[src/rtl/spi_mc_pkg.sv]
// Shared types and constants of the serial register access master.
package spi_mc_pkg;

    localparam int COMMAND_BITS = 8;
    localparam int ADDRESS_BITS = 7;
    localparam int CFG_WIDTH = 16;
    localparam int CFG_INDEX_BITS = 2;

    localparam logic [CFG_INDEX_BITS-1:0] CFG_HALF_PERIOD = 2'd0;
    localparam logic [CFG_INDEX_BITS-1:0] CFG_GAP = 2'd1;

    localparam logic [CFG_WIDTH-1:0] HALF_PERIOD_RESET = 16'd3;
    localparam logic [CFG_WIDTH-1:0] GAP_RESET = 16'd10;

    typedef struct packed {
        logic [CFG_WIDTH-1:0] half_period_ticks;
        logic [CFG_WIDTH-1:0] gap_ticks;
    } t_cfg;

endpackage

[src/rtl/spi_mc_cfg.sv]
// Configuration registers of the serial register access master.
module spi_mc_cfg (
    input  logic                                   i_clk,
    input  logic                                   i_rst_n,
    input  logic                                   i_cfg_valid,
    output logic                                   o_cfg_ready,
    input  logic [spi_mc_pkg::CFG_INDEX_BITS-1:0]  i_cfg_index,
    input  logic [spi_mc_pkg::CFG_WIDTH-1:0]       i_cfg_data,
    output spi_mc_pkg::t_cfg                       o_cfg
);

    spi_mc_pkg::t_cfg r_cfg;

    assign o_cfg_ready = 1'b1;
    assign o_cfg = r_cfg;

    always_ff @(posedge i_clk) begin
        if (!i_rst_n) begin
            r_cfg.half_period_ticks <= spi_mc_pkg::HALF_PERIOD_RESET;
            r_cfg.gap_ticks <= spi_mc_pkg::GAP_RESET;
        end else if (i_cfg_valid && o_cfg_ready) begin
            case (i_cfg_index)
                spi_mc_pkg::CFG_HALF_PERIOD: r_cfg.half_period_ticks <= i_cfg_data;
                spi_mc_pkg::CFG_GAP: r_cfg.gap_ticks <= i_cfg_data;
                default: r_cfg <= r_cfg;
            endcase
        end
    end

endmodule

[src/rtl/spi_mc_engine.sv]
// Frame sequencer: bus state registers and the next-state and pin logic of one tick.
module spi_mc_engine #(
    parameter int DATA_BITS = 24
) (
    input  logic                                  i_clk,
    input  logic                                  i_rst_n,
    input  logic                                  i_step,
    input  spi_mc_pkg::t_cfg                      i_cfg,
    input  logic                                  i_start_req,
    input  logic                                  i_operation,
    input  logic [spi_mc_pkg::ADDRESS_BITS-1:0]   i_address,
    input  logic [DATA_BITS-1:0]                  i_write_data,
    input  logic                                  i_data_in_pin,
    output logic                                  o_clock_pin,
    output logic                                  o_data_out_pin,
    output logic                                  o_select_n_pin,
    output logic                                  o_busy_res,
    output logic                                  o_done_res,
    output logic [DATA_BITS-1:0]                  o_read_data
);

    localparam int TOTAL_BITS = spi_mc_pkg::COMMAND_BITS + DATA_BITS;
    localparam int BW = $clog2(TOTAL_BITS + 1);
    localparam int TW = spi_mc_pkg::CFG_WIDTH;

    typedef enum logic [1:0] {
        PH_IDLE,
        PH_GAP,
        PH_HIGH,
        PH_LOW
    } t_phase;

    t_phase                r_phase, n_phase;
    logic [BW-1:0]         r_bit_count, n_bit_count;
    logic [TW-1:0]         r_tick_count, n_tick_count;
    logic [TOTAL_BITS-1:0] r_out_shift, n_out_shift;
    logic [DATA_BITS-1:0]  r_in_shift, n_in_shift;
    logic                  r_is_write, n_is_write;
    logic                  r_dout, n_dout;

    logic                  rise;
    logic                  done;
    logic [TW-1:0]         half;

    always_comb begin
        half = (i_cfg.half_period_ticks == '0) ? TW'(1) : i_cfg.half_period_ticks;
        n_phase = r_phase;
        n_bit_count = r_bit_count;
        n_tick_count = r_tick_count;
        n_out_shift = r_out_shift;
        n_in_shift = r_in_shift;
        n_is_write = r_is_write;
        n_dout = r_dout;
        rise = 1'b0;
        done = 1'b0;

        case (r_phase)
            PH_IDLE: begin
                if (i_start_req) begin
                    n_is_write = i_operation;
                    n_out_shift = {i_operation, i_address, i_write_data};
                    n_in_shift = '0;
                    n_bit_count = '0;
                    n_dout = 1'b0;
                    if (i_cfg.gap_ticks == '0) begin
                        rise = 1'b1;
                    end else begin
                        n_phase = PH_GAP;
                        n_tick_count = TW'(1);
                    end
                end
            end
            PH_GAP: begin
                if (r_tick_count >= i_cfg.gap_ticks) begin
                    rise = 1'b1;
                end else begin
                    n_tick_count = r_tick_count + TW'(1);
                end
            end
            PH_HIGH: begin
                if (r_tick_count >= half) begin
                    n_phase = PH_LOW;
                    n_tick_count = TW'(1);
                end else begin
                    n_tick_count = r_tick_count + TW'(1);
                end
            end
            PH_LOW: begin
                if (r_tick_count < half) begin
                    n_tick_count = r_tick_count + TW'(1);
                end else if (r_bit_count >= BW'(TOTAL_BITS)) begin
                    done = 1'b1;
                    n_phase = PH_IDLE;
                    n_bit_count = '0;
                    n_tick_count = '0;
                end else if (r_bit_count == BW'(spi_mc_pkg::COMMAND_BITS) && !r_is_write
                             && i_cfg.gap_ticks != '0) begin
                    n_phase = PH_GAP;
                    n_tick_count = TW'(1);
                end else begin
                    rise = 1'b1;
                end
            end
            default: begin
                n_phase = PH_IDLE;
                n_bit_count = '0;
                n_tick_count = '0;
            end
        endcase

        if (rise) begin
            n_bit_count = n_bit_count + BW'(1);
            n_phase = PH_HIGH;
            n_tick_count = TW'(1);
            if (!n_is_write && n_bit_count > BW'(spi_mc_pkg::COMMAND_BITS)) begin
                n_in_shift = {n_in_shift[DATA_BITS-2:0], i_data_in_pin};
            end else begin
                n_dout = n_out_shift[TOTAL_BITS-1];
                n_out_shift = {n_out_shift[TOTAL_BITS-2:0], 1'b0};
            end
        end
    end

    assign o_clock_pin = (n_phase == PH_HIGH);
    assign o_data_out_pin = (n_phase != PH_IDLE) && n_dout;
    assign o_select_n_pin = (n_phase == PH_IDLE);
    assign o_busy_res = (n_phase != PH_IDLE);
    assign o_done_res = done;
    assign o_read_data = (done && !r_is_write) ? r_in_shift : '0;

    always_ff @(posedge i_clk) begin
        if (!i_rst_n) begin
            r_phase <= PH_IDLE;
            r_bit_count <= '0;
            r_tick_count <= '0;
            r_is_write <= 1'b0;
            r_dout <= 1'b0;
        end else if (i_step) begin
            r_phase <= n_phase;
            r_bit_count <= n_bit_count;
            r_tick_count <= n_tick_count;
            r_is_write <= n_is_write;
            r_dout <= n_dout;
        end
    end

    always_ff @(posedge i_clk) begin
        if (i_step) begin
            r_out_shift <= n_out_shift;
            r_in_shift <= n_in_shift;
        end
    end

endmodule

[src/rtl/spi_master_32bit_register_access_unit.sv]
// Top level of the serial register access master: handshakes and result register.
//
// Each input item is one time tick of the serial bus master; the block takes one item in
// every clock cycle while o_stall is low and returns exactly one result item per item,
// holding the pin levels, busy and done after that tick. The result appears in the output
// register on the cycle after the item is accepted; that output register alone sets the
// delay, as the frame sequencer drives pins, busy and done from its next state. A new item
// is accepted while a result waits, as long as the result is taken in the same cycle.
module spi_master_32bit_register_access_unit #(
    parameter int DATA_BITS = 24
) (
    input  logic                                  i_clk,
    input  logic                                  i_rst_n,
    input  logic                                  i_cfg_valid,
    output logic                                  o_cfg_ready,
    input  logic [spi_mc_pkg::CFG_INDEX_BITS-1:0] i_cfg_index,
    input  logic [spi_mc_pkg::CFG_WIDTH-1:0]      i_cfg_data,
    input  logic                                  i_valid,
    output logic                                  o_stall,
    input  logic                                  i_start_req,
    input  logic                                  i_operation,
    input  logic [spi_mc_pkg::ADDRESS_BITS-1:0]   i_address,
    input  logic [DATA_BITS-1:0]                  i_write_data,
    input  logic                                  i_data_in_pin,
    output logic                                  o_valid,
    input  logic                                  i_stall,
    output logic                                  o_clock_pin,
    output logic                                  o_data_out_pin,
    output logic                                  o_select_n_pin,
    output logic                                  o_busy_res,
    output logic                                  o_done_res,
    output logic [DATA_BITS-1:0]                  o_read_data
);

    spi_mc_pkg::t_cfg     cfg;
    logic                 in_accept;
    logic                 out_take;
    logic                 clock_pin, data_out_pin, select_n_pin, busy, done;
    logic [DATA_BITS-1:0] read_data;

    logic                 r_valid, n_valid;
    logic                 r_clock_pin, r_data_out_pin, r_select_n_pin, r_busy, r_done;
    logic [DATA_BITS-1:0] r_read_data;

    spi_mc_cfg u_cfg (
        .i_clk       (i_clk),
        .i_rst_n     (i_rst_n),
        .i_cfg_valid (i_cfg_valid),
        .o_cfg_ready (o_cfg_ready),
        .i_cfg_index (i_cfg_index),
        .i_cfg_data  (i_cfg_data),
        .o_cfg       (cfg)
    );

    spi_mc_engine #(
        .DATA_BITS (DATA_BITS)
    ) u_engine (
        .i_clk          (i_clk),
        .i_rst_n        (i_rst_n),
        .i_step         (in_accept),
        .i_cfg          (cfg),
        .i_start_req    (i_start_req),
        .i_operation    (i_operation),
        .i_address      (i_address),
        .i_write_data   (i_write_data),
        .i_data_in_pin  (i_data_in_pin),
        .o_clock_pin    (clock_pin),
        .o_data_out_pin (data_out_pin),
        .o_select_n_pin (select_n_pin),
        .o_busy_res     (busy),
        .o_done_res     (done),
        .o_read_data    (read_data)
    );

    assign o_stall = r_valid && i_stall;
    assign in_accept = i_valid && !o_stall;
    assign out_take = r_valid && !i_stall;

    always_comb begin
        n_valid = r_valid;
        if (in_accept) begin
            n_valid = 1'b1;
        end else if (out_take) begin
            n_valid = 1'b0;
        end
    end

    always_ff @(posedge i_clk) begin
        if (!i_rst_n) begin
            r_valid <= 1'b0;
        end else begin
            r_valid <= n_valid;
        end
    end

    always_ff @(posedge i_clk) begin
        if (in_accept) begin
            r_clock_pin <= clock_pin;
            r_data_out_pin <= data_out_pin;
            r_select_n_pin <= select_n_pin;
            r_busy <= busy;
            r_done <= done;
            r_read_data <= read_data;
        end
    end

    assign o_valid = r_valid;
    assign o_clock_pin = r_clock_pin;
    assign o_data_out_pin = r_data_out_pin;
    assign o_select_n_pin = r_select_n_pin;
    assign o_busy_res = r_busy;
    assign o_done_res = r_done;
    assign o_read_data = r_read_data;

endmodule
[config.mk]
export PLATFORM = sky130hd
export DESIGN_NAME = spi_master_32bit_register_access_unit
export DESIGN_NICKNAME = d
export VERILOG_FILES = /design/src/rtl/spi_mc_pkg.sv /design/src/rtl/spi_mc_cfg.sv /design/src/rtl/spi_mc_engine.sv /design/src/rtl/spi_master_32bit_register_access_unit.sv
export SDC_FILE = /design/constraint.sdc
export NUM_CORES = 1
export LEC_CHECK = 0
export ABC_AREA = 1
export BUFFER_PORTS_ARGS = -buffer_cell sky130_fd_sc_hd__buf_2
export CAP_MARGIN = 10
export CORE_MARGIN = 2
export CORE_UTILIZATION = 40
export CTS_BUF_LIST = sky130_fd_sc_hd__clkbuf_8
export DETAILED_ROUTE_END_ITERATION = 8
export GPL_ROUTABILITY_DRIVEN = 0
export HOLD_SLACK_MARGIN = 0.12
export PLACE_DENSITY = 0.68
export SLEW_MARGIN = 15
export SYNTH_ARGS = -nofsm -noshare
export SYNTH_HDL_FRONTEND = slang
export SYNTH_HIERARCHICAL = 1
export SYNTH_SLANG_ARGS = --single-unit
[constraint.sdc]
create_clock -name i_clk -period 4.6 [get_ports i_clk]
set_input_delay 0.46 -clock i_clk [delete_from_list [all_inputs] [get_ports i_clk]]
set_output_delay 0.46 -clock i_clk [all_outputs]
set_load 0.005 [all_outputs]
=== Word-level counts from Yosys, hierarchy flattened ===
Index checks and enable logic that the tools add are counted.

* Add/subtract/negate cells: 2
* Mux-type cells: 49
* Magnitude comparators: 5
* Equality and inequality tests: 10
* Reduce and logical (&&, ||, !) cells: 23

{| class="wikitable"
|+ Operator list
! operator !! count
|-
| 16-bit 2-to-1 mux || 9
|-
| 32-bit 2-to-1 mux || 4
|-
| 24-bit 2-to-1 mux || 4
|-
| 16-bit one-hot mux with 4 select lines || 1
|-
| 16-bit >= comparator || 2
|-
| 16-bit zero test || 2
|-
| 6-bit 2-to-1 mux || 4
|-
| 1-bit 2-to-1 mux || 17
|-
| 16-bit by 1-bit adder with 16-bit output, second input constant || 1
|-
| 16-bit less-than comparator || 1
|-
| 16-bit nonzero test || 1
|-
| 2-bit 2-to-1 mux || 7
|-
| 6-bit one-hot mux with 2 select lines || 1
|-
| 3-bit by 2-bit inequality test with 1-bit output, second input constant || 3
|-
| 1-bit logical AND || 8
|-
| 6-bit by 1-bit adder with 6-bit output, second input constant || 1
|-
| 2-bit == test, second input constant || 3
|-
| 6-bit by 4-bit == test with 1-bit output, second input constant || 1
|-
| 6-bit >= comparator, second input constant || 1
|-
| 6-bit by 4-bit > comparator with 1-bit output, second input constant || 1
|-
| 2-bit zero test || 3
|-
| 2-bit one-hot mux with 3 select lines || 1
|-
| 5-bit by 1-bit inequality test with 1-bit output, second input constant || 1
|-
| 5-bit AND reduction || 1
|-
| 5 further kinds || 11
|}

* Logic and storage cells: 105
* Bits in registers: 144

=== Longest topological paths before layout ===
Gate-level depths: netlist of the first run.

* Word-level depth: 11
* Gate-level depth with buffers: 27
* Mapped depth without buffers: 27

=== Hierarchy ===
The synthesis of the first run kept the hierarchy.

{| class="wikitable"
|+ Modules (own cells, without submodules)
! module !! cells an instance !! sequential area each (um^2) !! area each (um^2) !! times used
|-
| spi_mc_engine || 797 || 2202.1 || 6058.3 || 1
|-
| spi_mc_cfg || 205 || 640.6 || 1463.9 || 1
|-
| spi_master_32bit_register_access_unit || 36 || 890.9 || 923.4 || 1
|}

=== Worst setup path before layout of the first run ===
No wires, ideal clock.

* Kind: input-to-reg
* From: input i_stall
* To: register u_engine.r_tick_count[0]
* Path buffers: 1
* Setup time: 0.072 ns
* Arrival time: 3.840 ns
* Data required time: 4.528 ns
* Stages on the path: 8
* Setup slack: 0.688 ns
* Path through: nand2_2 > inv_2 > nor2_2 > inv_1 > a21oi_2 > clkbuf_1 > nand2_1 > a21oi_1

* Longest elaborated chain between the ends: 4

{| class="wikitable"
|+ Ends and longest elaborated chain
! what !! line !! RTL
|-
| from (decl) || spi_master_32bit_register_access_unit.sv:26 || <nowiki>input logic i_stall,</nowiki>
|-
| 1-bit logical AND || spi_master_32bit_register_access_unit.sv:75 || <nowiki>assign o_stall = r_valid && i_stall;</nowiki>
|-
| via o_stall || spi_master_32bit_register_access_unit.sv:19 || <nowiki>output logic o_stall,</nowiki>
|-
| 1-bit zero test || spi_master_32bit_register_access_unit.sv:76 || <nowiki>assign in_accept = i_valid && !o_stall;</nowiki>
|-
| 1-bit logical AND || spi_master_32bit_register_access_unit.sv:76 ||
|-
| via in_accept || spi_master_32bit_register_access_unit.sv:36 || <nowiki>logic in_accept;</nowiki>
|-
| 5-bit AND reduction (no source line) || n/a ||
|-
| to (signal assigned) || spi_mc_engine.sv:141 || <nowiki>r_tick_count <= n_tick_count;</nowiki>
|-
| to (decl) || spi_mc_engine.sv:35 || <nowiki>logic [TW-1:0] r_tick_count, n_tick_count;</nowiki>
|}

The timed path passes the listed nets, and every way through them passes these cells.
A chain may end at the register's enable or synchronous reset.

=== Worst setup path in the final report of the first run ===
* From: register u_cfg.r_cfg (netlist bit u_cfg/o_cfg[22])
* To: register u_engine.r_out_shift[1], data pin

* Longest elaborated chain between the ends: 10

{| class="wikitable"
|+ Ends and longest elaborated chain
! what !! line !! RTL
|-
| from (decl) || spi_mc_cfg.sv:12 || <nowiki>spi_mc_pkg::t_cfg r_cfg;</nowiki>
|-
| from (signal assigned) || spi_mc_cfg.sv:25 || <nowiki>default: r_cfg <= r_cfg;</nowiki>
|-
| 16-bit zero test || spi_mc_engine.sv:46 || <nowiki>half = (i_cfg.half_period_ticks == '0) ? TW'(1) : i_cfg.half_period_ticks;</nowiki>
|-
| 16-bit 2-to-1 mux * || spi_mc_engine.sv:46 ||
|-
| 16-bit less-than comparator * || spi_mc_engine.sv:89 || <nowiki>if (r_tick_count < half) begin</nowiki>
|-
| 6-bit 2-to-1 mux || spi_mc_engine.sv:89 ||
|-
| 6-bit one-hot mux with 2 select lines || spi_mc_engine.sv:57 || <nowiki>case (r_phase)</nowiki>
|-
| 6-bit by 1-bit adder with 6-bit output || spi_mc_engine.sv:112 || <nowiki>n_bit_count = n_bit_count + BW'(1);</nowiki>
|-
| 6-bit by 4-bit > comparator with 1-bit output || spi_mc_engine.sv:115 || <nowiki>if (!n_is_write && n_bit_count > BW'(spi_mc_pkg::COMMAND_BITS)) begin</nowiki>
|-
| 1-bit logical AND || spi_mc_engine.sv:115 ||
|-
| 32-bit 2-to-1 mux || spi_mc_engine.sv:115 ||
|-
| 32-bit 2-to-1 mux * || spi_mc_engine.sv:111 || <nowiki>if (rise) begin</nowiki>
|-
| via u_engine.n_out_shift[1] || spi_mc_engine.sv:36 || <nowiki>logic [TOTAL_BITS-1:0] r_out_shift, n_out_shift;</nowiki>
|-
| to (signal assigned) || spi_mc_engine.sv:149 || <nowiki>r_out_shift <= n_out_shift;</nowiki>
|-
| to (decl) || spi_mc_engine.sv:36 ||
|}

Mark *: on every way through the listed nets, which the timed path passes. The rest lies on a longest branch.

==> run_summary.xml, run 1 <==
<?xml version="1.0" encoding="UTF-8"?>
<metrics>
  <group name="floorplanning">
    <metric name="die_width" unit="um">149</metric>
    <metric name="chipHeight" unit="um">149</metric>
    <metric name="die_area" unit="um2">22300</metric>
    <metric name="floorplan.rows" unit="">53</metric>
    <metric name="design.portCount" unit="">89</metric>
    <metric name="start_util" unit="">0.404</metric>
    <metric name="core_area" unit="um2">20900</metric>
  </group>
  <group name="clock_tree">
    <metric name="numCtsBuffers" unit="">17</metric>
    <metric name="clock_tree_root" unit="">sky130_fd_sc_hd__clkbuf_8</metric>
    <metric name="cts.htree.levels" unit="">4</metric>
    <metric name="cts.hold.buffers_added" unit="">0</metric>
    <metric name="clk_pin_slew" unit="ns">0.09</metric>
    <metric name="clock_tree.buffer_depth" unit="">2</metric>
    <metric name="number_of_clock_sinks" unit="">144</metric>
    <metric name="cts_tree" unit="">built</metric>
    <metric name="clock_latency" unit="ns">0.45</metric>
    <metric name="postCtsSetupRepairBufs" unit="">0</metric>
    <metric name="post_cts.resized_instances" unit="">0</metric>
  </group>
  <group name="pwr">
    <metric name="combPwrFrac" unit="">0.225</metric>
    <metric name="swShare" unit="">0.328</metric>
    <metric name="irDropWorstVdd" unit="mV">0.192</metric>
    <metric name="power_per_cell_area" unit="nW/um2">363</metric>
    <metric name="p_int" unit="mW">2.29</metric>
    <metric name="power.leakage" unit="nW">4.44</metric>
    <metric name="pwr-share-seq" unit="">0.463</metric>
    <metric name="total_switching_power" unit="mW">1.12</metric>
    <metric name="p_clk_frac" unit="">0.311</metric>
  </group>
  <group name="sta">
    <metric name="post_route_clock_period_utilization" unit="">0.802</metric>
    <metric name="worst-slew-pin-transition" unit="ns">0.875</metric>
    <metric name="worst_slack" unit="ns">0.911</metric>
    <metric name="max_slew_margin" unit="">0.415</metric>
    <metric name="fin_hold_ws" unit="ns">0.222</metric>
    <metric name="report.final.setup_viol" unit="">0</metric>
    <metric name="fin_tns_setup" unit="ns">0</metric>
    <metric name="final_hold_viols" unit="">0</metric>
    <metric name="timing.fmax" unit="GHz">0.271</metric>
    <metric name="grt_setup_unrepaired" unit="">false</metric>
    <metric name="finalWorstPathRequiredPeriod" unit="ns">3.69</metric>
    <metric name="slew_violations" unit="">0</metric>
    <metric name="setup_skew_after_layout" unit="ns">0.0104</metric>
  </group>
  <group name="routing">
    <metric name="dr.pass1.iters" unit="">7</metric>
    <metric name="detailedRoute.firstIterationViolations" unit="">344</metric>
    <metric name="routedWlPerCell" unit="um">12.6</metric>
    <metric name="viasPerCell" unit="">4.84</metric>
    <metric name="final_antenna_violating_net_count" unit="">0</metric>
    <metric name="remaining_drc_errors" unit="">0</metric>
    <metric name="route.vias.total" unit="">6749</metric>
    <metric name="route.final.wire_length" unit="um">17600</metric>
  </group>
  <group name="synthesis">
    <metric name="synthTopCellsByCount" unit="">224 x sky130_fd_sc_hd__nand2_1, 149 x sky130_fd_sc_hd__inv_1, 130 x sky130_fd_sc_hd__nor2_1</metric>
    <metric name="synth-seq-area-share" unit="">0.442</metric>
    <metric name="synth_most_common_cell" unit="">sky130_fd_sc_hd__nand2_1</metric>
    <metric name="netlist-cell-type-count" unit="">45</metric>
    <metric name="post_synth.cell_area_avg" unit="um2">8.14</metric>
    <metric name="synth-async-reset-ratio" unit="">0</metric>
    <metric name="synth_top_area_cell" unit="">sky130_fd_sc_hd__edfxtp_1</metric>
    <metric name="synth.top_cell.area_share" unit="">0.302</metric>
    <metric name="syn-cell-area" unit="um2">8450</metric>
    <metric name="syn-instance-count" unit="">1038</metric>
    <metric name="synth-edff-count" unit="">85</metric>
    <metric name="synthesis.nets" unit="">1134</metric>
    <metric name="synth-seq-cells" unit="">144</metric>
    <metric name="yosysWarnings" unit="">6</metric>
    <metric name="synth_top_cells_by_area" unit="">sky130_fd_sc_hd__edfxtp_1 30%, sky130_fd_sc_hd__dfxtp_1 14%, sky130_fd_sc_hd__nand2_1 10%</metric>
    <metric name="yosys_most_used_dff" unit="">sky130_fd_sc_hd__edfxtp_1</metric>
  </group>
  <group name="global_route">
    <metric name="grt_start_max_net_pins" unit="">64</metric>
    <metric name="grt_overflow" unit="">0</metric>
    <metric name="grt_resource_usage_total" unit="">0.162</metric>
    <metric name="grt_pass1_wl" unit="um">29300</metric>
    <metric name="antenna_violations_before_repair" unit="">0</metric>
    <metric name="grt_pass1_vias" unit="">6234</metric>
  </group>
  <group name="critical_path">
    <metric name="rrSetupSlack" unit="ns">0.91</metric>
    <metric name="setup.worst_path.end_class" unit="">flip-flop</metric>
    <metric name="crit_fanout" unit="">34</metric>
    <metric name="rr_startpoint" unit="">u_cfg/o_cfg[22]</metric>
    <metric name="rr_worst_depth" unit="">25</metric>
    <metric name="worst_ep_required_time" unit="ns">4.79</metric>
    <metric name="path_class" unit="">reg2reg</metric>
    <metric name="timing.critical_path.from_type" unit="">flip-flop</metric>
    <metric name="worst-endpoint-arrival" unit="ns">3.88</metric>
    <metric name="regToRegEndpoint" unit="">u_engine/r_out_shift[1]</metric>
  </group>
  <group name="layout">
    <metric name="layout.nets" unit="">1204</metric>
    <metric name="final_cell_count_no_fill" unit="">1395</metric>
    <metric name="final_core_util" unit="">0.449</metric>
    <metric name="diodes" unit="">0</metric>
    <metric name="ratio_of_cells_with_drive_above_1_in_the_final_layout" unit="">0.186</metric>
    <metric name="area_growth_syn_to_layout" unit="%">11.0</metric>
  </group>
  <group name="flow_run">
    <metric name="cap_viol_max_count" unit="">0</metric>
  </group>
  <group name="status">
    <metric name="run_status" unit="">finished clean</metric>
  </group>
  <group name="hold_path">
    <metric name="hold_class" unit="">in2reg</metric>
    <metric name="holdPathEnd" unit="">u_cfg/o_cfg[1]</metric>
    <metric name="timing.hold.worst_path_depth" unit="">3</metric>
    <metric name="holdCritStartpoint" unit="">i_cfg_data[1]</metric>
  </group>
  <group name="placement">
    <metric name="numPlacedInstances" unit="">1364</metric>
    <metric name="io_buffers" unit="">87</metric>
    <metric name="pre_cts_ws" unit="ns">0.898</metric>
    <metric name="dp.final_hpwl" unit="um">12000</metric>
  </group>
</metrics>
[per-layer routing]
metal / track usage / vias up / routed length, um
li1: - / 3491 / -
met1: 0.222 / 3061 / 8270
met2: 0.263 / 179 / 8110
met5: 0 / - / 0
met4: 0.0481 / 0 / 220
met3: 0.0297 / 18 / 945
[registers in the layout (all words and copies together), names as in the netlist, 2 cells and up]
| name | cells |
|---|---|
| u_cfg/o_cfg | 32 |
| u_engine/r_bit_count | 6 |
| u_engine/r_phase | 2 |
| u_engine/r_tick_count | 16 |
| u_engine/r_in_shift | 24 |
| u_engine/r_out_shift | 32 |
| o_read_data | 24 |
[cell type report]
| cell class | instances | area [um2] |
|---|---|---|
| clock inverters | 14 | 175 |
| repair buffers | 94 | 488 |
| flip-flops and latches | 144 | 3730 |
| fillers | 2074 | 11500 |
| clock buffers | 17 | 234 |
| multi-input cells | 693 | 3800 |
| inverters | 158 | 601 |
| well taps | 275 | 344 |
[power groups by stage]
stage	clock network, mW	registers, mW	logic (mW)
5_1_grt	1.14	1.59	0.876
3_3_place_gp	0	1.60	0.753
3_5_place_dp	0	1.61	0.765
6_report	1.06	1.58	0.767
2_1_floorplan	0	1.59	0.619
4_1_cts	1.09	1.58	0.770
[cells in the final DEF, fill, tap and decap left out, types with 2 or more instances in the layout]
cell type / netlist / final
sky130_fd_sc_hd__nand2_1: 224 / 223
sky130_fd_sc_hd__inv_1: 149 / 149
sky130_fd_sc_hd__nor2_1: 130 / 130
sky130_fd_sc_hd__buf_2: 8 / 87
sky130_fd_sc_hd__edfxtp_1: 85 / 85
sky130_fd_sc_hd__dfxtp_1: 59 / 59
sky130_fd_sc_hd__nand3_1: 59 / 59
sky130_fd_sc_hd__a21oi_1: 53 / 53
sky130_fd_sc_hd__ha_1: 39 / 39
sky130_fd_sc_hd__mux2i_1: 30 / 30
sky130_fd_sc_hd__nand2_2: 25 / 26
sky130_fd_sc_hd__o21ai_0: 22 / 22
sky130_fd_sc_hd__o21ai_1: 18 / 18
sky130_fd_sc_hd__clkbuf_8: 0 / 17
sky130_fd_sc_hd__o21ai_2: 14 / 14
sky130_fd_sc_hd__nand4_1: 12 / 12
sky130_fd_sc_hd__a21oi_2: 10 / 10
sky130_fd_sc_hd__nand3_2: 9 / 9
sky130_fd_sc_hd__xor2_1: 8 / 8
sky130_fd_sc_hd__buf_4: 7 / 7
sky130_fd_sc_hd__inv_6: 1 / 6
sky130_fd_sc_hd__nand2_4: 6 / 6
sky130_fd_sc_hd__nor3_1: 6 / 6
sky130_fd_sc_hd__inv_2: 5 / 5
sky130_fd_sc_hd__nor2_2: 6 / 5
sky130_fd_sc_hd__nor4_1: 5 / 5
sky130_fd_sc_hd__inv_8: 0 / 3
sky130_fd_sc_hd__nor3_2: 3 / 3
sky130_fd_sc_hd__bufinv_16: 0 / 2
sky130_fd_sc_hd__clkinv_1: 2 / 2
sky130_fd_sc_hd__a22oi_1: 2 / 2
[kinds of logic (layout without fill, tap and decap cells)]
kind of cell               count (synthesis)  in the layout  share of synthesized area
and+or+nand+nor                          490            490                      0.259
buffers and inverters                    201            283                      0.109
DFF                                      144            144                      0.442
AOI/OAI and AO/OA                        124            124                     0.0867
adders and majority gates                 39             39                     0.0578
muxes                                     30             30                     0.0356
xor gates and xnor gates                   9              9                    0.00933
other                                      1              1                   0.000444
[through the flow]
step	cell area (um2)	power, mW
floorplan	8450	2.21
global placement	8960	2.35
detailed placement	8960	2.37
CTS	9370	3.44
global route	9370	3.61
finish	9370	3.40
[worst max-delay path, stage by stage, from the launching register on]
cell	delay (ns)
sky130_fd_sc_hd__dfxtp_1	0.34
sky130_fd_sc_hd__nor4_1	0.35
sky130_fd_sc_hd__a41o_1	0.24
sky130_fd_sc_hd__ha_1	0.14
sky130_fd_sc_hd__inv_1	0.04
sky130_fd_sc_hd__nand2_1	0.05
sky130_fd_sc_hd__nand2_1	0.05
sky130_fd_sc_hd__nand2_1	0.05
sky130_fd_sc_hd__nand2_1	0.04
sky130_fd_sc_hd__nand2_1	0.05
sky130_fd_sc_hd__nand2_1	0.04
sky130_fd_sc_hd__nand2_1	0.07
sky130_fd_sc_hd__nand2_2	0.09
sky130_fd_sc_hd__nand2_4	0.11
sky130_fd_sc_hd__nand2_4	0.08
sky130_fd_sc_hd__a21oi_2	0.21
sky130_fd_sc_hd__ha_1	0.24
sky130_fd_sc_hd__inv_1	0.05
sky130_fd_sc_hd__nand2_1	0.07
sky130_fd_sc_hd__nand3_1	0.07
sky130_fd_sc_hd__nand3_1	0.10
sky130_fd_sc_hd__nand3_2	0.10
sky130_fd_sc_hd__nand2_4	0.10
sky130_fd_sc_hd__nand2_4	0.22
sky130_fd_sc_hd__inv_6	0.37
sky130_fd_sc_hd__o21ai_0	0.15
[worst max-delay path by stage]
stage / start / to / slack (ns) / depth (start not counted)
3_3_place_gp: u_cfg/o_cfg[28] / u_engine/r_out_shift[1] / 1.02 / 25
2_1_floorplan: i_stall / u_engine/r_tick_count[0] / 0.69 / 8
6_report: u_cfg/o_cfg[22] / u_engine/r_out_shift[1] / 0.91 / 25
4_1_cts: u_cfg/o_cfg[22] / u_engine/r_out_shift[1] / 0.87 / 25
5_1_grt: u_cfg/o_cfg[22] / u_engine/r_out_shift[1] / 0.52 / 25
3_5_place_dp: u_cfg/o_cfg[22] / u_engine/r_out_shift[1] / 0.90 / 25
Power figures use the tool's default switching activity.
==> run 2: changes to the inputs <==
--- a/config.mk
+++ b/config.mk
@@ -14,7 +14,7 @@
 export DETAILED_ROUTE_END_ITERATION = 8
 export GPL_ROUTABILITY_DRIVEN = 0
 export HOLD_SLACK_MARGIN = 0.12
-export PLACE_DENSITY = 0.68
+export PLACE_DENSITY = 0.7
 export SLEW_MARGIN = 15
 export SYNTH_ARGS = -nofsm -noshare
 export SYNTH_HDL_FRONTEND = slang
==> constraint.sdc (replaced) <==
create_clock -name i_clk -period 3.22 [get_ports i_clk]
set_input_delay 0.322 -clock i_clk [delete_from_list [all_inputs] [get_ports i_clk]]
set_output_delay 0.322 -clock i_clk [all_outputs]
set_load 0.005 [all_outputs]
==> run 2 against run 1 <==
Against the previous run: count of clock-buffer cells in the layout unchanged; first-iteration DRC count up 14%; flip-flop and latch count unchanged; combinational power up 64%; register-to-register slack worse by 0.84 ns; sequential share of layout area down 2.5 points; non-clock buffer count up 45; critical endpoint unchanged; largest cell class unchanged; largest power group unchanged; highest routed layer unchanged.
==> run_summary.xml, run 2 (same netlist as run 1, synthesis figures left out) <==
<?xml version="1.0" encoding="UTF-8"?>
<metrics>
  <group name="routing">
    <metric name="routed-wl-met2" unit="um">9080</metric>
    <metric name="detailedRoute.firstIterationViolations" unit="">392</metric>
    <metric name="routedWlPerCell" unit="um">12.9</metric>
    <metric name="dr.pass1.iters" unit="">5</metric>
    <metric name="remaining_drc_errors" unit="">0</metric>
    <metric name="wl_met3" unit="um">768</metric>
    <metric name="viasPerCell" unit="">4.83</metric>
    <metric name="route.layer.met1.wl" unit="um">8490</metric>
    <metric name="route.final.wire_length" unit="um">18600</metric>
    <metric name="final_antenna_violating_net_count" unit="">0</metric>
    <metric name="topmost_layer_with_routed_signal_wires" unit="">met4</metric>
    <metric name="route.vias.total" unit="">6957</metric>
  </group>
  <group name="clock_tree">
    <metric name="cts_tree" unit="">built</metric>
    <metric name="clock_latency" unit="ns">0.46</metric>
    <metric name="numCtsBuffers" unit="">17</metric>
    <metric name="clock_tree.buffer_depth" unit="">2</metric>
    <metric name="clock_tree_root" unit="">sky130_fd_sc_hd__clkbuf_8</metric>
    <metric name="cts.htree.levels" unit="">4</metric>
    <metric name="number_of_clock_sinks" unit="">144</metric>
    <metric name="clk_pin_slew" unit="ns">0.09</metric>
  </group>
  <group name="pwr">
    <metric name="pwr-share-seq" unit="">0.445</metric>
    <metric name="power.leakage" unit="nW">4.70</metric>
    <metric name="p_clk_frac" unit="">0.305</metric>
    <metric name="total_switching_power" unit="mW">1.67</metric>
    <metric name="irDropWorstVdd" unit="mV">0.268</metric>
    <metric name="p_int" unit="mW">3.39</metric>
    <metric name="power_per_cell_area" unit="nW/um2">504</metric>
    <metric name="combPwrFrac" unit="">0.250</metric>
    <metric name="swShare" unit="">0.330</metric>
  </group>
  <group name="layout">
    <metric name="final_area" unit="um2">10000</metric>
    <metric name="layout.nets" unit="">1249</metric>
    <metric name="fillerInstances" unit="">2019</metric>
    <metric name="layout_common_cells" unit="">219 x sky130_fd_sc_hd__nand2_1, 148 x sky130_fd_sc_hd__inv_1, 128 x sky130_fd_sc_hd__nor2_1</metric>
    <metric name="layout.cells.most_common" unit="">sky130_fd_sc_hd__nand2_1</metric>
    <metric name="ratio_of_cells_with_drive_above_1_in_the_final_layout" unit="">0.226</metric>
    <metric name="multi_input_area" unit="um2">3930</metric>
    <metric name="area_growth_syn_to_layout" unit="%">18.7</metric>
    <metric name="layout.area.seq" unit="um2">3740</metric>
    <metric name="diodes" unit="">0</metric>
  </group>
  <group name="critical_path">
    <metric name="worst-endpoint-arrival" unit="ns">3.46</metric>
    <metric name="worst_ep_required_time" unit="ns">3.53</metric>
    <metric name="worstSetupEndpoint" unit="">u_engine/r_out_shift[1]</metric>
    <metric name="timing.critical_path.from_type" unit="">flip-flop</metric>
    <metric name="regToRegEndpoint" unit="">u_engine/r_out_shift[1]</metric>
    <metric name="path_class" unit="">reg2reg</metric>
    <metric name="rr_startpoint" unit="">u_cfg/o_cfg[27]</metric>
    <metric name="timing.critical_path.from" unit="">u_cfg/o_cfg[27]</metric>
    <metric name="crit_fanout" unit="">5</metric>
    <metric name="setup.worst_path.end_class" unit="">flip-flop</metric>
    <metric name="rr_worst_depth" unit="">25</metric>
    <metric name="rrSetupSlack" unit="ns">0.07</metric>
  </group>
  <group name="sta">
    <metric name="report.final.setup_viol" unit="">0</metric>
    <metric name="worst_slack" unit="ns">0.0731</metric>
    <metric name="fin_tns_setup" unit="ns">0</metric>
    <metric name="timing.fmax" unit="GHz">0.318</metric>
    <metric name="fin_hold_ws" unit="ns">0.141</metric>
    <metric name="slew_violations" unit="">0</metric>
    <metric name="post_route_clock_period_utilization" unit="">0.977</metric>
    <metric name="worst-slew-pin-transition" unit="ns">0.788</metric>
    <metric name="final_hold_viols" unit="">0</metric>
    <metric name="setup_skew_after_layout" unit="ns">0.0239</metric>
    <metric name="grt_setup_unrepaired" unit="">true</metric>
    <metric name="max_slew_margin" unit="">0.474</metric>
    <metric name="finalWorstPathRequiredPeriod" unit="ns">3.15</metric>
  </group>
  <group name="placement">
    <metric name="detailed_place.area" unit="um2">9200</metric>
    <metric name="io_buffers" unit="">87</metric>
    <metric name="pre_cts_ws" unit="ns">0.0376</metric>
    <metric name="dp.final_hpwl" unit="um">12600</metric>
  </group>
  <group name="floorplanning">
    <metric name="die_area" unit="um2">22300</metric>
    <metric name="start_util" unit="">0.404</metric>
    <metric name="floorplan.rows" unit="">53</metric>
    <metric name="die_width" unit="um">149</metric>
    <metric name="design.portCount" unit="">89</metric>
    <metric name="chipHeight" unit="um">149</metric>
    <metric name="core_area" unit="um2">20900</metric>
  </group>
  <group name="hold_path">
    <metric name="hold_class" unit="">in2reg</metric>
  </group>
  <group name="global_route">
    <metric name="antenna_violations_before_repair" unit="">0</metric>
    <metric name="grt_resource_usage_total" unit="">0.165</metric>
    <metric name="grt_overflow" unit="">0</metric>
    <metric name="grt_pass1_wl" unit="um">29700</metric>
    <metric name="grt_start_max_net_pins" unit="">76</metric>
    <metric name="grt_pass1_vias" unit="">6449</metric>
  </group>
  <group name="status">
    <metric name="run_status" unit="">finished clean</metric>
  </group>
  <group name="flow_run">
    <metric name="cap_viol_max_count" unit="">0</metric>
  </group>
</metrics>
-- run 2: how the worst min path moves through the flow --
stage               slack (ns)  depth (start not counted)                    start                 endpoint
finish                    0.14                          3           i_cfg_data[13]          u_cfg/o_cfg[13]
global route              0.13                          3           i_cfg_data[12]          u_cfg/o_cfg[12]
CTS                       0.12                          3           i_cfg_data[13]          u_cfg/o_cfg[13]
detailed placement        0.48                          2  u_engine/r_bit_count[2]  u_engine/r_bit_count[2]
global placement          0.45                          2           u_cfg/o_cfg[1]           u_cfg/o_cfg[1]
floorplan                 0.44                          2            i_cfg_data[1]           u_cfg/o_cfg[1]
-- run 2: stage by stage --
step	std cells	power, mW	util
floorplan	1038	3.16	-
global route	1441	5.36	0.480
detailed placement	1387	3.46	0.440
finish	1441	5.06	0.480
CTS	1433	5.02	0.467
global placement	1387	3.43	0.440
-- run 2: area by class of cell --
type	instances	share of cell area
sequential	144	0.373
multi-input combinational	693	0.392
inverter	158	0.0608
clock inverter	15	0.0191
clock buffer	17	0.0233
timing repair buffer	139	0.0972
tap	275	0.0343
-- run 2: repair_timing --
| item | in CTS | in global routing |
|---|---|---|
| resized for setup | 0 | 39 |
| endpoints found under the setup margin | 0 | 59 |
| hold buffers | 14 | 0 |
| hold endpoints to repair | 15 | 0 |
| buffers inserted | 0 | 6 |
-- run 2: power groups by stage --
stage | sequential [mW] | clock (mW) | combinational (mW)
after global placement | 2.28 | 0 | 1.15
after CTS | 2.24 | 1.58 | 1.19
after global routing | 2.27 | 1.66 | 1.43
after detailed placement | 2.29 | 0 | 1.17
after floorplan | 2.27 | 0 | 0.885
final | 2.25 | 1.54 | 1.26
-- run 2: layer usage --
metal / GRT usage / up-vias
met5: 0 / -
met4: 0.0586 / 0
met3: 0.0321 / 18
met2: 0.276 / 162
met1: 0.213 / 3195
li1: - / 3582
-- run 2: critical path: stages, from the launching register on --
cell	delay [ns]
sky130_fd_sc_hd__dfxtp_4	0.37
sky130_fd_sc_hd__nor4_4	0.27
sky130_fd_sc_hd__a41o_1	0.20
sky130_fd_sc_hd__ha_1	0.14
sky130_fd_sc_hd__inv_1	0.04
sky130_fd_sc_hd__nand2_1	0.04
sky130_fd_sc_hd__nand2_1	0.04
sky130_fd_sc_hd__nand2_1	0.05
sky130_fd_sc_hd__nand2_1	0.04
sky130_fd_sc_hd__nand2_1	0.05
sky130_fd_sc_hd__nand2_1	0.04
sky130_fd_sc_hd__nand2_1	0.07
sky130_fd_sc_hd__nand2_2	0.08
sky130_fd_sc_hd__nand2_4	0.10
sky130_fd_sc_hd__nand2_4	0.06
sky130_fd_sc_hd__a21oi_4	0.21
sky130_fd_sc_hd__buf_6	0.13
sky130_fd_sc_hd__ha_2	0.17
sky130_fd_sc_hd__nand3_2	0.09
sky130_fd_sc_hd__nand3_2	0.09
sky130_fd_sc_hd__nand3_2	0.08
sky130_fd_sc_hd__nand2_4	0.13
sky130_fd_sc_hd__nand2_8	0.10
sky130_fd_sc_hd__buf_4	0.15
sky130_fd_sc_hd__or2_1	0.19
sky130_fd_sc_hd__o21ai_0	0.06
==> run 3: changes to the inputs <==
--- a/config.mk
+++ b/config.mk
@@ -9,12 +9,12 @@
 export BUFFER_PORTS_ARGS = -buffer_cell sky130_fd_sc_hd__buf_2
 export CAP_MARGIN = 10
 export CORE_MARGIN = 2
-export CORE_UTILIZATION = 40
+export CORE_UTILIZATION = 41
 export CTS_BUF_LIST = sky130_fd_sc_hd__clkbuf_8
 export DETAILED_ROUTE_END_ITERATION = 8
 export GPL_ROUTABILITY_DRIVEN = 0
 export HOLD_SLACK_MARGIN = 0.12
-export PLACE_DENSITY = 0.7
+export PLACE_DENSITY = 0.71
 export SLEW_MARGIN = 15
 export SYNTH_ARGS = -nofsm -noshare
 export SYNTH_HDL_FRONTEND = slang
==> run 3 against run 2 <==
Against the previous run: wire length decreased by 0.86%; design area fell by 0.85%; clock skew shrank 0.0058 ns; combinational power about the same; fmax is 0.42% lower; core utilization up 1.1 points; count of clock-buffer cells in the layout stayed put; first-iteration DRC count fell by 19%; critical endpoint unchanged; largest cell class unchanged; largest power group unchanged.
==> run_summary.xml, run 3 (same netlist as run 1, synthesis figures left out) <==
<?xml version="1.0" encoding="UTF-8"?>
<metrics>
  <group name="hold_path">
    <metric name="hold_class" unit="">in2reg</metric>
  </group>
  <group name="critical_path">
    <metric name="worst_path_max_delay_cell" unit="">sky130_fd_sc_hd__dfxtp_2</metric>
    <metric name="crit_fanout" unit="">8</metric>
    <metric name="timing.critical_path.from_type" unit="">flip-flop</metric>
    <metric name="most_frequent_cell_on_critical_path" unit="">sky130_fd_sc_hd__nand2_1</metric>
    <metric name="worst-endpoint-arrival" unit="ns">3.47</metric>
    <metric name="worst_ep_required_time" unit="ns">3.53</metric>
    <metric name="max_stage_delay" unit="ns">0.35</metric>
    <metric name="path_class" unit="">reg2reg</metric>
    <metric name="setup.worst_path.end_class" unit="">flip-flop</metric>
  </group>
  <group name="routing">
    <metric name="viasPerCell" unit="">4.82</metric>
    <metric name="route.final.wire_length" unit="um">18400</metric>
    <metric name="routedWlPerCell" unit="um">12.8</metric>
    <metric name="detailedRoute.firstIterationViolations" unit="">316</metric>
    <metric name="dr.pass1.iters" unit="">5</metric>
    <metric name="remaining_drc_errors" unit="">0</metric>
    <metric name="final_antenna_violating_net_count" unit="">0</metric>
    <metric name="route.vias.total" unit="">6920</metric>
  </group>
  <group name="floorplanning">
    <metric name="start_util" unit="">0.417</metric>
    <metric name="chipHeight" unit="um">148</metric>
    <metric name="core_area" unit="um2">20200</metric>
    <metric name="die_width" unit="um">148</metric>
    <metric name="floorplan.rows" unit="">52</metric>
    <metric name="die_area" unit="um2">21800</metric>
    <metric name="design.portCount" unit="">89</metric>
  </group>
  <group name="pwr">
    <metric name="power_per_cell_area" unit="nW/um2">489</metric>
    <metric name="irDropWorstVdd" unit="mV">0.319</metric>
    <metric name="power.leakage" unit="nW">4.65</metric>
  </group>
  <group name="sta">
    <metric name="final_hold_viols" unit="">0</metric>
    <metric name="timing.fmax" unit="GHz">0.316</metric>
    <metric name="slew_violations" unit="">0</metric>
    <metric name="post_route_clock_period_utilization" unit="">0.981</metric>
    <metric name="grt_setup_unrepaired" unit="">true</metric>
    <metric name="fin_hold_ws" unit="ns">0.172</metric>
    <metric name="finalWorstPathRequiredPeriod" unit="ns">3.16</metric>
    <metric name="max_slew_margin" unit="">0.470</metric>
    <metric name="worst-slew-pin-transition" unit="ns">0.795</metric>
    <metric name="fin_tns_setup" unit="ns">0</metric>
    <metric name="setup_skew_after_layout" unit="ns">0.0180</metric>
    <metric name="report.final.setup_viol" unit="">0</metric>
  </group>
  <group name="layout">
    <metric name="layout_common_cells" unit="">221 x sky130_fd_sc_hd__nand2_1, 149 x sky130_fd_sc_hd__inv_1, 128 x sky130_fd_sc_hd__nor2_1</metric>
    <metric name="final_area" unit="um2">9940</metric>
    <metric name="layout.nets" unit="">1248</metric>
    <metric name="fillerInstances" unit="">1897</metric>
    <metric name="diodes" unit="">0</metric>
    <metric name="layout.cells.most_common" unit="">sky130_fd_sc_hd__nand2_1</metric>
    <metric name="ratio_of_cells_with_drive_above_1_in_the_final_layout" unit="">0.217</metric>
    <metric name="area_growth_syn_to_layout" unit="%">17.7</metric>
  </group>
  <group name="placement">
    <metric name="dp.final_hpwl" unit="um">12400</metric>
    <metric name="io_buffers" unit="">87</metric>
    <metric name="detailed_place.area" unit="um2">9190</metric>
  </group>
  <group name="global_route">
    <metric name="grt_resource_usage_total" unit="">0.171</metric>
    <metric name="antenna_violations_before_repair" unit="">0</metric>
    <metric name="grt_overflow" unit="">0</metric>
    <metric name="grt_pass1_vias" unit="">6438</metric>
    <metric name="grt_pass1_wl" unit="um">30300</metric>
    <metric name="grt_start_max_net_pins" unit="">96</metric>
  </group>
  <group name="flow_run">
    <metric name="cap_viol_max_count" unit="">0</metric>
  </group>
  <group name="clock_tree">
    <metric name="clock_tree_root" unit="">sky130_fd_sc_hd__clkbuf_8</metric>
    <metric name="numCtsBuffers" unit="">17</metric>
    <metric name="cts.htree.levels" unit="">4</metric>
    <metric name="number_of_clock_sinks" unit="">144</metric>
    <metric name="cts_tree" unit="">built</metric>
    <metric name="clk_pin_slew" unit="ns">0.09</metric>
    <metric name="clock_tree.buffer_depth" unit="">2</metric>
    <metric name="clock_latency" unit="ns">0.47</metric>
  </group>
  <group name="status">
    <metric name="run_status" unit="">finished clean</metric>
  </group>
</metrics>
-- run 3: changes by cell type in the layout (fill, tap and decap cells not counted), sizes merged --
cell,before,now
clkinv,5,2
bufinv,2,0
dlygate4sd3,14,17
inv,163,165
buf,123,119
clkinvlp,3,6
-- run 3: layer usage --
metal	up-vias	wire [um]	track usage	share of wire
met4	0	285	0.0563	0.015
met2	182	8710	0.269	0.47
met3	22	765	0.0361	0.042
met5	-	0	0	0
met1	3137	8650	0.237	0.47
li1	3579	-	-	-
-- run 3: power breakdown --
part,switching [mW],internal (mW)
clock,0.788,0.558
sequential,0.0894,2.16
combinational,0.762,0.503
-- run 3: critical path: cells and delay by family, from the launching register on --
kind                     cells  cell delay [ns]
adder cells (fa/ha/maj)      2             0.30
AND/OR/NAND/NOR             17             1.56
buffers and inverters        3             0.32
flip-flops                   1             0.35
AO/OA/AOI/OAI                3             0.48
-- run 3: per-stage QoR --
step           setup WS, ns  std cells  power (mW)  utilization
4_1_cts              0.0203       1430        4.83        0.481
3_5_place_dp        -0.0132       1381        3.45        0.454
2_1_floorplan         0.285       1038        3.16            -
5_1_grt              -0.108       1435        5.18        0.491
6_report             0.0600       1435        4.86        0.491
3_3_place_gp         0.0645       1381        3.42        0.454
-- run 3: worst paths after layout --
check | startpoint | to | slack, ns | cells after the start
min | i_valid | o_valid | 0.17 | 3
min reg2reg | u_cfg/o_cfg[3] | u_cfg/o_cfg[3] | 0.48 | 2
max reg2reg | u_cfg/o_cfg[29] | u_engine/r_out_shift[1] | 0.06 | 25
max | u_cfg/o_cfg[29] | u_engine/r_out_shift[1] | 0.06 | 25
-- run 3: final cells by class --
type,count,area [um2],share of cell area
clock inverter,15,128,0.0128
clock buffer,17,234,0.0235
multi-input combinational,693,3920,0.394
inverter,158,609,0.0613
sequential,144,3740,0.376
tap,270,338,0.0340
timing repair buffer,138,978,0.0984
-- run 3: timing repair --
item | CTS | global route
hold buffers | 17 | 0
setup endpoints to repair | 1 | 66
buffers inserted | 0 | 2
resized for setup | 1 | 32
cloned | 0 | 3
endpoints found under the hold margin | 19 | 0
pin swaps | 0 | 11
